===== src/rtl/iecho_pkg.sv =====
// ----------------------------------------------------------------------------
// ICMP echo reply rewriter package
// Shared types and constants for the echo reply rewriter.
// ----------------------------------------------------------------------------
`default_nettype none

package iecho_pkg;

  localparam int unsigned HdrLen = 38;
  localparam logic [5:0] LastIdx = 6'(HdrLen - 1);

  localparam logic [7:0]  ProtoIcmp   = 8'd1;
  localparam logic [7:0]  IcmpEchoReq = 8'd8;
  localparam logic [7:0]  IcmpEchoRep = 8'd0;
  localparam logic [15:0] CksumAdd    = 16'h0800;
  localparam logic [31:0] OwnIpReset  = 32'h810a735e;

  typedef struct packed {
    logic [7:0] frame_byte;
    logic       end_of_frame;
  } frame_in_t;

  typedef struct packed {
    logic [7:0] reply_byte;
    logic       reply_last;
  } reply_out_t;

  typedef logic [HdrLen-1:0][7:0] hdr_t;

  typedef struct packed {
    logic shift;
    logic load;
  } cell_ctrl_t;

  typedef enum logic [2:0] {
    StCollect,
    StCheck,
    StEmit,
    StPass,
    StDrop
  } state_e;

endpackage

`default_nettype wire


===== src/rtl/iecho_cell.sv =====
// ----------------------------------------------------------------------------
// Header byte cell
// One byte of the header chain: shifts from its neighbor or loads an edit.
// ----------------------------------------------------------------------------
`default_nettype none

module iecho_cell (
  input  wire logic                 clk_i,
  input  wire iecho_pkg::cell_ctrl_t ctrl_i,
  input  wire logic [7:0]           next_byte_i,
  input  wire logic [7:0]           load_byte_i,
  output logic [7:0]                byte_o
);
  import iecho_pkg::*;

  logic [7:0] byte_q, byte_d;

  always_comb begin
    byte_d = byte_q;
    if (ctrl_i.load) begin
      byte_d = load_byte_i;
    end else if (ctrl_i.shift) begin
      byte_d = next_byte_i;
    end
  end

  always_ff @(posedge clk_i) begin
    byte_q <= byte_d;
  end

  assign byte_o = byte_q;

endmodule

`default_nettype wire


===== src/rtl/iecho_edit.sv =====
// ----------------------------------------------------------------------------
// Echo request match and reply edit
// Checks a buffered header for an echo request and builds the reply header.
// ----------------------------------------------------------------------------
`default_nettype none

module iecho_edit (
  input  wire iecho_pkg::hdr_t hdr_i,
  input  wire logic [31:0]     own_ip_i,
  output logic                 match_o,
  output iecho_pkg::hdr_t      reply_o
);
  import iecho_pkg::*;

  logic [31:0] dst_ip;
  logic [16:0] ck_sum;
  logic [15:0] ck_new;

  assign dst_ip = {hdr_i[30], hdr_i[31], hdr_i[32], hdr_i[33]};
  assign match_o = (dst_ip == own_ip_i) && (hdr_i[23] == ProtoIcmp) &&
                   (hdr_i[34] == IcmpEchoReq);

  // ones' complement add: fold the carry back in
  assign ck_sum = {1'b0, hdr_i[36], hdr_i[37]} + {1'b0, CksumAdd};
  assign ck_new = ck_sum[15:0] + {15'd0, ck_sum[16]};

  always_comb begin
    reply_o = hdr_i;
    for (int i = 0; i < 6; i++) begin
      reply_o[i]     = hdr_i[i + 6];
      reply_o[i + 6] = hdr_i[i];
    end
    for (int i = 0; i < 4; i++) begin
      reply_o[26 + i] = hdr_i[30 + i];
      reply_o[30 + i] = hdr_i[26 + i];
    end
    reply_o[34] = IcmpEchoRep;
    reply_o[36] = ck_new[15:8];
    reply_o[37] = ck_new[7:0];
  end

endmodule

`default_nettype wire


===== src/rtl/icmp_echo_reply_rewriter.sv =====
// Order: a matching frame's reply starts once its 38 header bytes are in,
//   after the check state loads the edits and the output register is filled.
// Throughput: header bytes enter one per cycle; payload bytes, and the 38-cell
//   header chain (input held), leave one per cycle while the output is free.
// Reset: control returns to header collection and the address register to
//   its default; the header chain holds no reset value.
// ----------------------------------------------------------------------------
// ICMP echo reply rewriter
// Turns incoming ICMP echo requests for our address into echo replies.
// ----------------------------------------------------------------------------
`default_nettype none

module icmp_echo_reply_rewriter (
  input  wire logic                   clk_i,
  input  wire logic                   rst_ni,
  input  wire logic                   cfg_valid_i,
  output logic                        cfg_ready_o,
  input  wire logic [31:0]            cfg_data_i,
  input  wire logic                   in_valid_i,
  output logic                        in_stall_o,
  input  wire iecho_pkg::frame_in_t   in_data_i,
  output logic                        out_valid_o,
  input  wire logic                   out_stall_i,
  output iecho_pkg::reply_out_t       out_data_o
);
  import iecho_pkg::*;

  state_e      state_q, state_d;
  logic [5:0]  cnt_q, cnt_d;
  logic        last_q, last_d;
  logic [31:0] own_ip_q;
  logic        out_valid_q, out_valid_d;
  reply_out_t  out_q, out_d;

  cell_ctrl_t  cell_ctrl;
  hdr_t        hdr;
  hdr_t        reply_hdr;
  logic        match;
  logic        in_acc;
  logic        out_free;

  for (genvar k = 0; k < HdrLen; k++) begin : g_cell
    logic [7:0] nxt;
    if (k == HdrLen - 1) begin : g_tail
      assign nxt = in_data_i.frame_byte;
    end else begin : g_body
      assign nxt = hdr[k + 1];
    end
    iecho_cell u_cell (
      .clk_i       (clk_i),
      .ctrl_i      (cell_ctrl),
      .next_byte_i (nxt),
      .load_byte_i (reply_hdr[k]),
      .byte_o      (hdr[k])
    );
  end

  iecho_edit u_edit (
    .hdr_i    (hdr),
    .own_ip_i (own_ip_q),
    .match_o  (match),
    .reply_o  (reply_hdr)
  );

  assign cfg_ready_o = 1'b1;
  assign out_free    = !out_valid_q || !out_stall_i;
  assign in_acc      = in_valid_i && !in_stall_o;

  always_comb begin
    state_d         = state_q;
    cnt_d           = cnt_q;
    last_d          = last_q;
    out_valid_d     = out_valid_q && out_stall_i;
    out_d           = out_q;
    cell_ctrl.shift = 1'b0;
    cell_ctrl.load  = 1'b0;
    in_stall_o      = 1'b1;
    unique case (state_q)
      StCollect: begin
        in_stall_o = 1'b0;
        if (in_valid_i) begin
          cell_ctrl.shift = 1'b1;
          if (cnt_q == LastIdx) begin
            cnt_d   = '0;
            last_d  = in_data_i.end_of_frame;
            state_d = StCheck;
          end else if (in_data_i.end_of_frame) begin
            cnt_d = '0;
          end else begin
            cnt_d = cnt_q + 6'd1;
          end
        end
      end
      StCheck: begin
        if (match) begin
          cell_ctrl.load = 1'b1;
          state_d        = StEmit;
        end else begin
          state_d = last_q ? StCollect : StDrop;
        end
      end
      StEmit: begin
        if (out_free) begin
          cell_ctrl.shift = 1'b1;
          out_valid_d     = 1'b1;
          out_d.reply_byte = hdr[0];
          out_d.reply_last = last_q && (cnt_q == LastIdx);
          if (cnt_q == LastIdx) begin
            cnt_d   = '0;
            state_d = last_q ? StCollect : StPass;
          end else begin
            cnt_d = cnt_q + 6'd1;
          end
        end
      end
      StPass: begin
        in_stall_o = !out_free;
        if (in_valid_i && out_free) begin
          out_valid_d = 1'b1;
          out_d.reply_byte = in_data_i.frame_byte;
          out_d.reply_last = in_data_i.end_of_frame;
          if (in_data_i.end_of_frame) begin
            state_d = StCollect;
          end
        end
      end
      StDrop: begin
        in_stall_o = 1'b0;
        if (in_valid_i && in_data_i.end_of_frame) begin
          state_d = StCollect;
        end
      end
      default: begin
        state_d = StCollect;
      end
    endcase
  end

  always_ff @(posedge clk_i or negedge rst_ni) begin
    if (!rst_ni) begin
      state_q     <= StCollect;
      cnt_q       <= '0;
      last_q      <= 1'b0;
      out_valid_q <= 1'b0;
      own_ip_q    <= OwnIpReset;
    end else begin
      state_q     <= state_d;
      cnt_q       <= cnt_d;
      last_q      <= last_d;
      out_valid_q <= out_valid_d;
      if (cfg_valid_i && cfg_ready_o) begin
        own_ip_q <= cfg_data_i;
      end
    end
  end

  always_ff @(posedge clk_i) begin
    out_q <= out_d;
  end

  assign out_valid_o = out_valid_q;
  assign out_data_o  = out_q;

  // hold input while the header chain is checked or shifted out
  a_stall_busy: assert property (@(posedge clk_i) disable iff (!rst_ni)
    (state_q == StCheck || state_q == StEmit) |-> in_stall_o)
    else $error("input taken during header check or emission");

  a_check_once: assert property (@(posedge clk_i) disable iff (!rst_ni)
    (state_q == StCheck) |=> (state_q != StCheck))
    else $error("check state held for more than one cycle");

  a_cnt_range: assert property (@(posedge clk_i) disable iff (!rst_ni)
    cnt_q <= LastIdx)
    else $error("header position out of range");

  a_pass_end: assert property (@(posedge clk_i) disable iff (!rst_ni)
    (state_q == StPass && in_acc && in_data_i.end_of_frame) |=>
      (state_q == StCollect && out_valid_o && out_data_o.reply_last))
    else $error("payload end did not close the reply frame");

endmodule

`default_nettype wire


===== config.mk =====
export PLATFORM = sky130hd
export DESIGN_NAME = icmp_echo_reply_rewriter
export DESIGN_NICKNAME = d
export VERILOG_FILES = /design/src/rtl/iecho_pkg.sv /design/src/rtl/iecho_cell.sv /design/src/rtl/iecho_edit.sv /design/src/rtl/icmp_echo_reply_rewriter.sv
export SDC_FILE = /design/constraint.sdc
export NUM_CORES = 1
export LEC_CHECK = 0
export BUFFER_PORTS_ARGS = -buffer_cell sky130_fd_sc_hd__buf_2
export CELL_PAD_IN_SITES_DETAIL_PLACEMENT = 1
export CELL_PAD_IN_SITES_GLOBAL_PLACEMENT = 1
export CORE_ASPECT_RATIO = 2
export CORE_MARGIN = 2
export CORE_UTILIZATION = 57
export DETAILED_ROUTE_END_ITERATION = 8
export PLACE_DENSITY = 0.83
export SYNTH_ARGS = -nofsm -noshare
export SYNTH_HDL_FRONTEND = slang
export SYNTH_SLANG_ARGS = --single-unit

===== constraint.sdc =====
create_clock -name clk_i -period 13.65 [get_ports clk_i]
set_clock_uncertainty 0.1 [all_clocks]
set_input_delay 0.6825 -clock clk_i [delete_from_list [all_inputs] [get_ports clk_i]]
set_output_delay 0.6825 -clock clk_i [all_outputs]
set_load 0.05 [all_outputs]

==> impl_metrics.tcl, run 1 <==
set metrics [dict create \
    area_growth_syn_to_layout_pct 10.9 \
    crit_chain "nor4bb_1 > nand4_1 > nor4_2 > nand4_4 > nand2_4 > buf_4" \
    drc 0 \
    fin_nets 930 \
    die_h_um 228 \
    relSlewSlack_pct 20.2 \
    syn_inst 812 \
    firstDrtPassIters 5 \
    fin_ws_ns 9.53 \
    dp_slack_ns 9.56 \
    via_per_inst 5.63 \
    antenna_found_initial 0 \
    leakage_nw 5.68 \
    port_buffers 56 \
    grt_max_degree 99 \
    ctsHoldBuffers 0 \
    antennaDiodeCount 0 \
    layout-drive-gt1-share_pct 25.6 \
    cpPeakStageDelay_ns 1.02 \
    core-area_um2 24500 \
    r2r_cells 6 \
    cts_tree "done" \
    vias 6959 \
    min_period_ns 4.12 \
    grt_pass1_vias 7889 \
    finalSetupViolCount 0 \
    grt_usage_pct 22.6 \
    r2r-start "g_cell[23].u_cell.byte_o[3]$_DFFE_PP_" \
    io_pins 58 \
    dp_hpwl_mm 18.4 \
    cts_buffers 31 \
    finalCritPeriodShare_pct 30.2 \
    synth_edf_count 305 \
    fin_tns_setup_ns 0 \
    end_kind "register" \
    clock_latency_ns 0.58 \
    wl_per_cell_um 23.0 \
    post-cts-setup-buffer-count 0 \
    cp.arrival_ns 4.21 \
    antenna_left 0 \
    cts-root-buf "clkbuf_16" \
    die-width_um 116 \
    rows 81 \
    power_density_nw_per_um2 212 \
    clock_path_buffers 3 \
    netlist.area_leader.share_pct 64.3 \
    synth_area_um2 14200 \
    required_ns 13.74 \
    whs_ns 0.159 \
    yosys_warnings 0 \
    syn_nets 864 \
    hold_viol 0 \
    grt_pass1_wl_mm 44.4 \
    slew_violations 0 \
    ctsResizeCount 0 \
    yosysMostFrequentCell "edfxtp_1" \
    dieArea_um2 26300 \
    crit_type "reg2reg" \
    ir_drop_mv 0.139 \
    async_flop_share_pct 12.1 \
    hold_class "in2async" \
    start_util_pct 58.1 \
    grt_setup_unrepaired "no" \
    synthFlopType "edfxtp_1" \
    synthTopCellsByArea "edfxtp_1 (64%), mux2_2 (8.0%), mux2_1 (7.9%)" \
    place_congestion 0.852 \
    synth_cell_types 48 \
    drtIter0Drc 450 \
    crit_slowest_cell "buf_4" \
    outcome "complete, no violations" \
    seq_area_frac_synth_pct 73.1 \
    htreeDepth 1 \
    maxCapViolCount 0 \
    timing.rr.end "g_cell[4].u_cell.byte_o[6]$_DFFE_PP_" \
    clk_pin_slew_ns 0.07 \
    wl_mm 28.4 \
    r2r_slack_ns 9.53 \
    tightestPinTransition_ns 1.20 \
    fmax_ghz 0.243 \
    start_kind "register" \
    synth_top_cell_by_area "edfxtp_1" \
    syn_area_per_cell_um2 17.5 \
    grt-ovfl-total 0 \
    ys_ff_latch 356 \
    path_max_fanout 96 \
    ys_top_cells_by_count "edfxtp_1 (305), mux2_2 (101), mux2_1 (100), nand2_1 (64), xnor2_1 (43)" \
    clock_sinks 356 \
]
layer usage:
metal	global-route usage, %	routed length (um)	part of all wire [%]
met1	24.4	9940	35
met5	0	0	0
met2	42.4	16100	57
met4	11.6	1440	5.1
met3	2.72	881	3.1
kinds of logic after synthesis:
| kind of cell | synth area share (%) |
|---|---|
| AO/OA/AOI/OAI | 1.43 |
| adder cells (fa/ha/maj) | 0.527 |
| flip-flops | 73.1 |
| buffers and inverters | 1.70 |
| AND/OR/NAND/NOR | 4.16 |
| multiplexers | 16.0 |
| XOR/XNOR | 3.01 |
| other | 0.0263 |
layout by cell type (no fill, tap or decap), drive strengths merged, types with 2 or more instances in the layout:
cell type	instances
a21boi	2
a21oi	3
a31o	2
and2	2
and3	2
buf	61
bufinv	3
clkbuf	42
clkinv	9
clkinvlp	2
dfrtp	29
dfstp	14
dfxtp	8
edfxtp	305
ha	6
inv	16
mux2	201
mux2i	2
nand2	64
nand3	9
nand4	13
nor2	13
nor2b	2
nor3	4
nor3b	2
nor4	5
o21ai	11
o21bai	7
or2	3
xnor2	43
xor2	6
stage by stage:
| stage | power, mW | cells | instance area (um^2) | utilization [%] |
|---|---|---|---|---|
| final | 3.35 | 1235 | 15800 | 64.4 |
| after global routing | 3.50 | 1235 | 15800 | 64.4 |
| after CTS | 3.39 | 1235 | 15800 | 64.4 |
| after detailed placement | 2.50 | 1177 | 14800 | 60.4 |
| after global placement | 2.41 | 1177 | 14800 | 60.4 |
| after floorplan | 2.28 | 812 | 14200 | - |
critical path: cells and delay by family (launching register included):
family        cells  cell delay (ns)
flops             1             0.41
simple gates      5             2.06
buf+inv           1             1.02
registers in the layout (all words and copies together), names as in the netlist:
register and flops:
out_data_o 9, state_q 3, cnt_q 6, g_cell.u_cell.byte_o 304
last_q 1, out_valid_o 1, own_ip_q 32
cell type report:
cell class                      count  area (um^2)
Tap cell                          332          415
Fill cell                        2184         8740
Clock inverter                     16          168
Inverter                           14         55.1
Sequential cell                   356        10400
Clock buffer                       42          817
Timing Repair Buffer               61          318
Multi-Input combinational cell    414         3600
where the power goes:
part           switching, mW  internal [mW]  leakage (nW)
logic                  0.323          0.203          1.67
registers              0.236           1.73          3.53
clock network          0.388          0.479         0.479
total                  0.947           2.41          5.68
how the worst max path moves through the flow:
stage / startpoint / end / slack (ns) / cells after the start
after floorplan: g_cell[23].u_cell.byte_o[3]$_DFFE_PP_ / g_cell[0].u_cell.byte_o[0]$_DFFE_PP_ / 7.59 / 7
after global placement: g_cell[33].u_cell.byte_o[6]$_DFFE_PP_ / g_cell[11].u_cell.byte_o[5]$_DFFE_PP_ / 9.81 / 6
after detailed placement: g_cell[33].u_cell.byte_o[6]$_DFFE_PP_ / g_cell[5].u_cell.byte_o[6]$_DFFE_PP_ / 9.56 / 6
after CTS: g_cell[23].u_cell.byte_o[3]$_DFFE_PP_ / g_cell[1].u_cell.byte_o[5]$_DFFE_PP_ / 9.54 / 6
after global routing: g_cell[23].u_cell.byte_o[3]$_DFFE_PP_ / g_cell[1].u_cell.byte_o[5]$_DFFE_PP_ / 9.26 / 6
final: g_cell[23].u_cell.byte_o[3]$_DFFE_PP_ / g_cell[4].u_cell.byte_o[6]$_DFFE_PP_ / 9.53 / 6
Power figures use the tool's default switching activity.
==> inputs of run 2 (changes only) <==
Settings changed: CORE_UTILIZATION 57 to 48, PLACE_DENSITY 0.83 to 0.74.
Clock period 13.65 ns to 3.5 ns, I/O delays scaled along.
==> run 2 against run 1 <==
Against the previous run:
- routed wire length is 3.1% lower
- power grew to 4.0 times the previous value
- via count is 2.0% higher
- combinational power grew to 4.0 times the previous value
- sequential power grew to 3.9 times the previous value
- setup slack worse by 9.1 ns
- hold slack better by 0.038 ns
==> impl_metrics.tcl, run 2 (synthesis gave the netlist of run 1 again) <==
set metrics [dict create \
    largest_reg_flops 304 \
    grt-ovfl-total 0 \
    dp_slack_ns 0.395 \
    multiInputGateArea_um2 3610 \
    r2r-start "g_cell[23].u_cell.byte_o[6]$_DFFE_PP_" \
    crit_chain "nor4bb_1 > nand4_1 > nor4_2 > nand4_4 > buf_4 > mux2_1" \
    fin_nets 983 \
    finalSetupViolCount 0 \
    timing.rr.end "g_cell[28].u_cell.byte_o[3]$_DFFE_PP_" \
    firstDrtPassIters 5 \
    power_mw 13.3 \
    wl_mm 27.5 \
    clk_pin_slew_ns 0.07 \
    outcome "complete, no violations" \
    clock_path_buffers 3 \
    placed_cells 1216 \
    cp.arrival_ns 3.27 \
    ctsResizeCount 0 \
    cts-root-buf "clkbuf_16" \
    hold_viol 0 \
    power_density_nw_per_um2 807 \
    hold_class "in2async" \
    relSlewSlack_pct 33.3 \
    place_congestion 0.776 \
    area_growth_syn_to_layout_pct 15.7 \
    rows 89 \
    core-area_um2 29400 \
    cpPeakStageDelay_ns 0.51 \
    end_kind "register" \
    start_util_pct 48.4 \
    crit_slowest_cell "nor4bb_1" \
    final_cell_mix "edfxtp_1 (305), mux2_2 (101), mux2_1 (100)" \
    path_max_fanout 65 \
    finalCritPeriodShare_pct 87.3 \
    drc 0 \
    min_period_ns 3.06 \
    ff_latch_area_um2 10400 \
    fill_cells 2698 \
    fin_tns_setup_ns 0 \
    drtIter0Drc 363 \
    io_pins 58 \
    die_h_um 248 \
    utilization_pct 56.1 \
    cp-startpoint "g_cell[23].u_cell.byte_o[6]$_DFFE_PP_" \
    via_per_inst 5.38 \
    ir_drop_mv 0.476 \
    layout_commonest_cell "edfxtp_1" \
    wl_per_cell_um 20.9 \
    antenna_found_initial 0 \
    antenna_left 0 \
    vias 7095 \
    dp_hpwl_mm 17.6 \
    dieArea_um2 31100 \
    grt_max_degree 114 \
    clock_latency_ns 0.58 \
    r2r_cells 6 \
    crit_type "reg2reg" \
    fin_ws_ns 0.444 \
    clock_sinks 356 \
    layout.cells.non_filler 1320 \
    antennaDiodeCount 0 \
    fmax_ghz 0.327 \
    r2r_slack_ns 0.44 \
    leakage_nw 5.95 \
    port_buffers 56 \
    htreeDepth 1 \
    grt_pass1_vias 7859 \
    grt_setup_unrepaired "no" \
    grt_pass1_wl_mm 44.3 \
    grt_usage_pct 18.2 \
    cts_buffers 31 \
    slew_violations 0 \
    start_kind "register" \
    maxCapViolCount 0 \
    required_ns 3.71 \
    die-width_um 126 \
    tightestPinTransition_ns 1.00 \
    layout-drive-gt1-share_pct 24.9 \
    cts_tree "done" \
]
==> run 2: how the worst max path moves through the flow <==
| stage | depth (start not counted) | to |
|---|---|---|
| floorplan | 7 | g_cell[0].u_cell.byte_o[0]$_DFFE_PP_ |
| global placement | 6 | g_cell[29].u_cell.byte_o[4]$_DFFE_PP_ |
| detailed placement | 6 | g_cell[30].u_cell.byte_o[3]$_DFFE_PP_ |
| CTS | 6 | g_cell[28].u_cell.byte_o[3]$_DFFE_PP_ |
| global route | 6 | g_cell[28].u_cell.byte_o[3]$_DFFE_PP_ |
| finish | 6 | g_cell[28].u_cell.byte_o[3]$_DFFE_PP_ |
==> run 2: area by class of cell <==
| type | count | share of cell area (%) |
|---|---|---|
| Clock buffer | 35 | 4.80 |
| Clock inverter | 23 | 1.63 |
| Inverter | 14 | 0.349 |
| Multi-Input combinational cell | 414 | 21.9 |
| Sequential cell | 356 | 63.2 |
| Tap cell | 364 | 2.76 |
| Timing Repair Buffer | 114 | 5.35 |
==> run 2: where the power goes <==
part / internal (mW) / switching (mW)
registers: 6.70 / 0.865
logic: 0.888 / 1.24
clock network: 2.07 / 1.54
total: 9.65 / 3.64
==> run 2: routing by layer <==
metal	global-route usage, %	share of wire, %	wire (um)
met5	0	0	0
met4	6.01	2.5	698
met3	2.11	2.8	778
met2	35.2	57	15700
met1	20.8	38	10400
==> run 2: worst max-delay path, delay by kind of cell (launching register included) <==
family / cells / cell delay (ns)
and+or+nand+nor: 4 / 1.38
DFF: 1 / 0.42
buffers and inverters: 1 / 0.45
muxes: 1 / 0.43
==> run 2: per-stage QoR <==
| step | hold WS (ns) | area, um^2 |
|---|---|---|
| 3_5_place_dp | 0.290 | 15000 |
| 5_1_grt | 0.229 | 16500 |
| 6_report | 0.197 | 16500 |
| 3_3_place_gp | 0.282 | 15000 |
| 4_1_cts | 0.174 | 16500 |
| 2_1_floorplan | -0.221 | 14300 |
==> run 2: timing repair <==
| item | in CTS | in global routing |
|---|---|---|
| setup buffers | 0 | 0 |
| endpoints found under the hold margin | 82 | 0 |
| hold buffers | 46 | 0 |
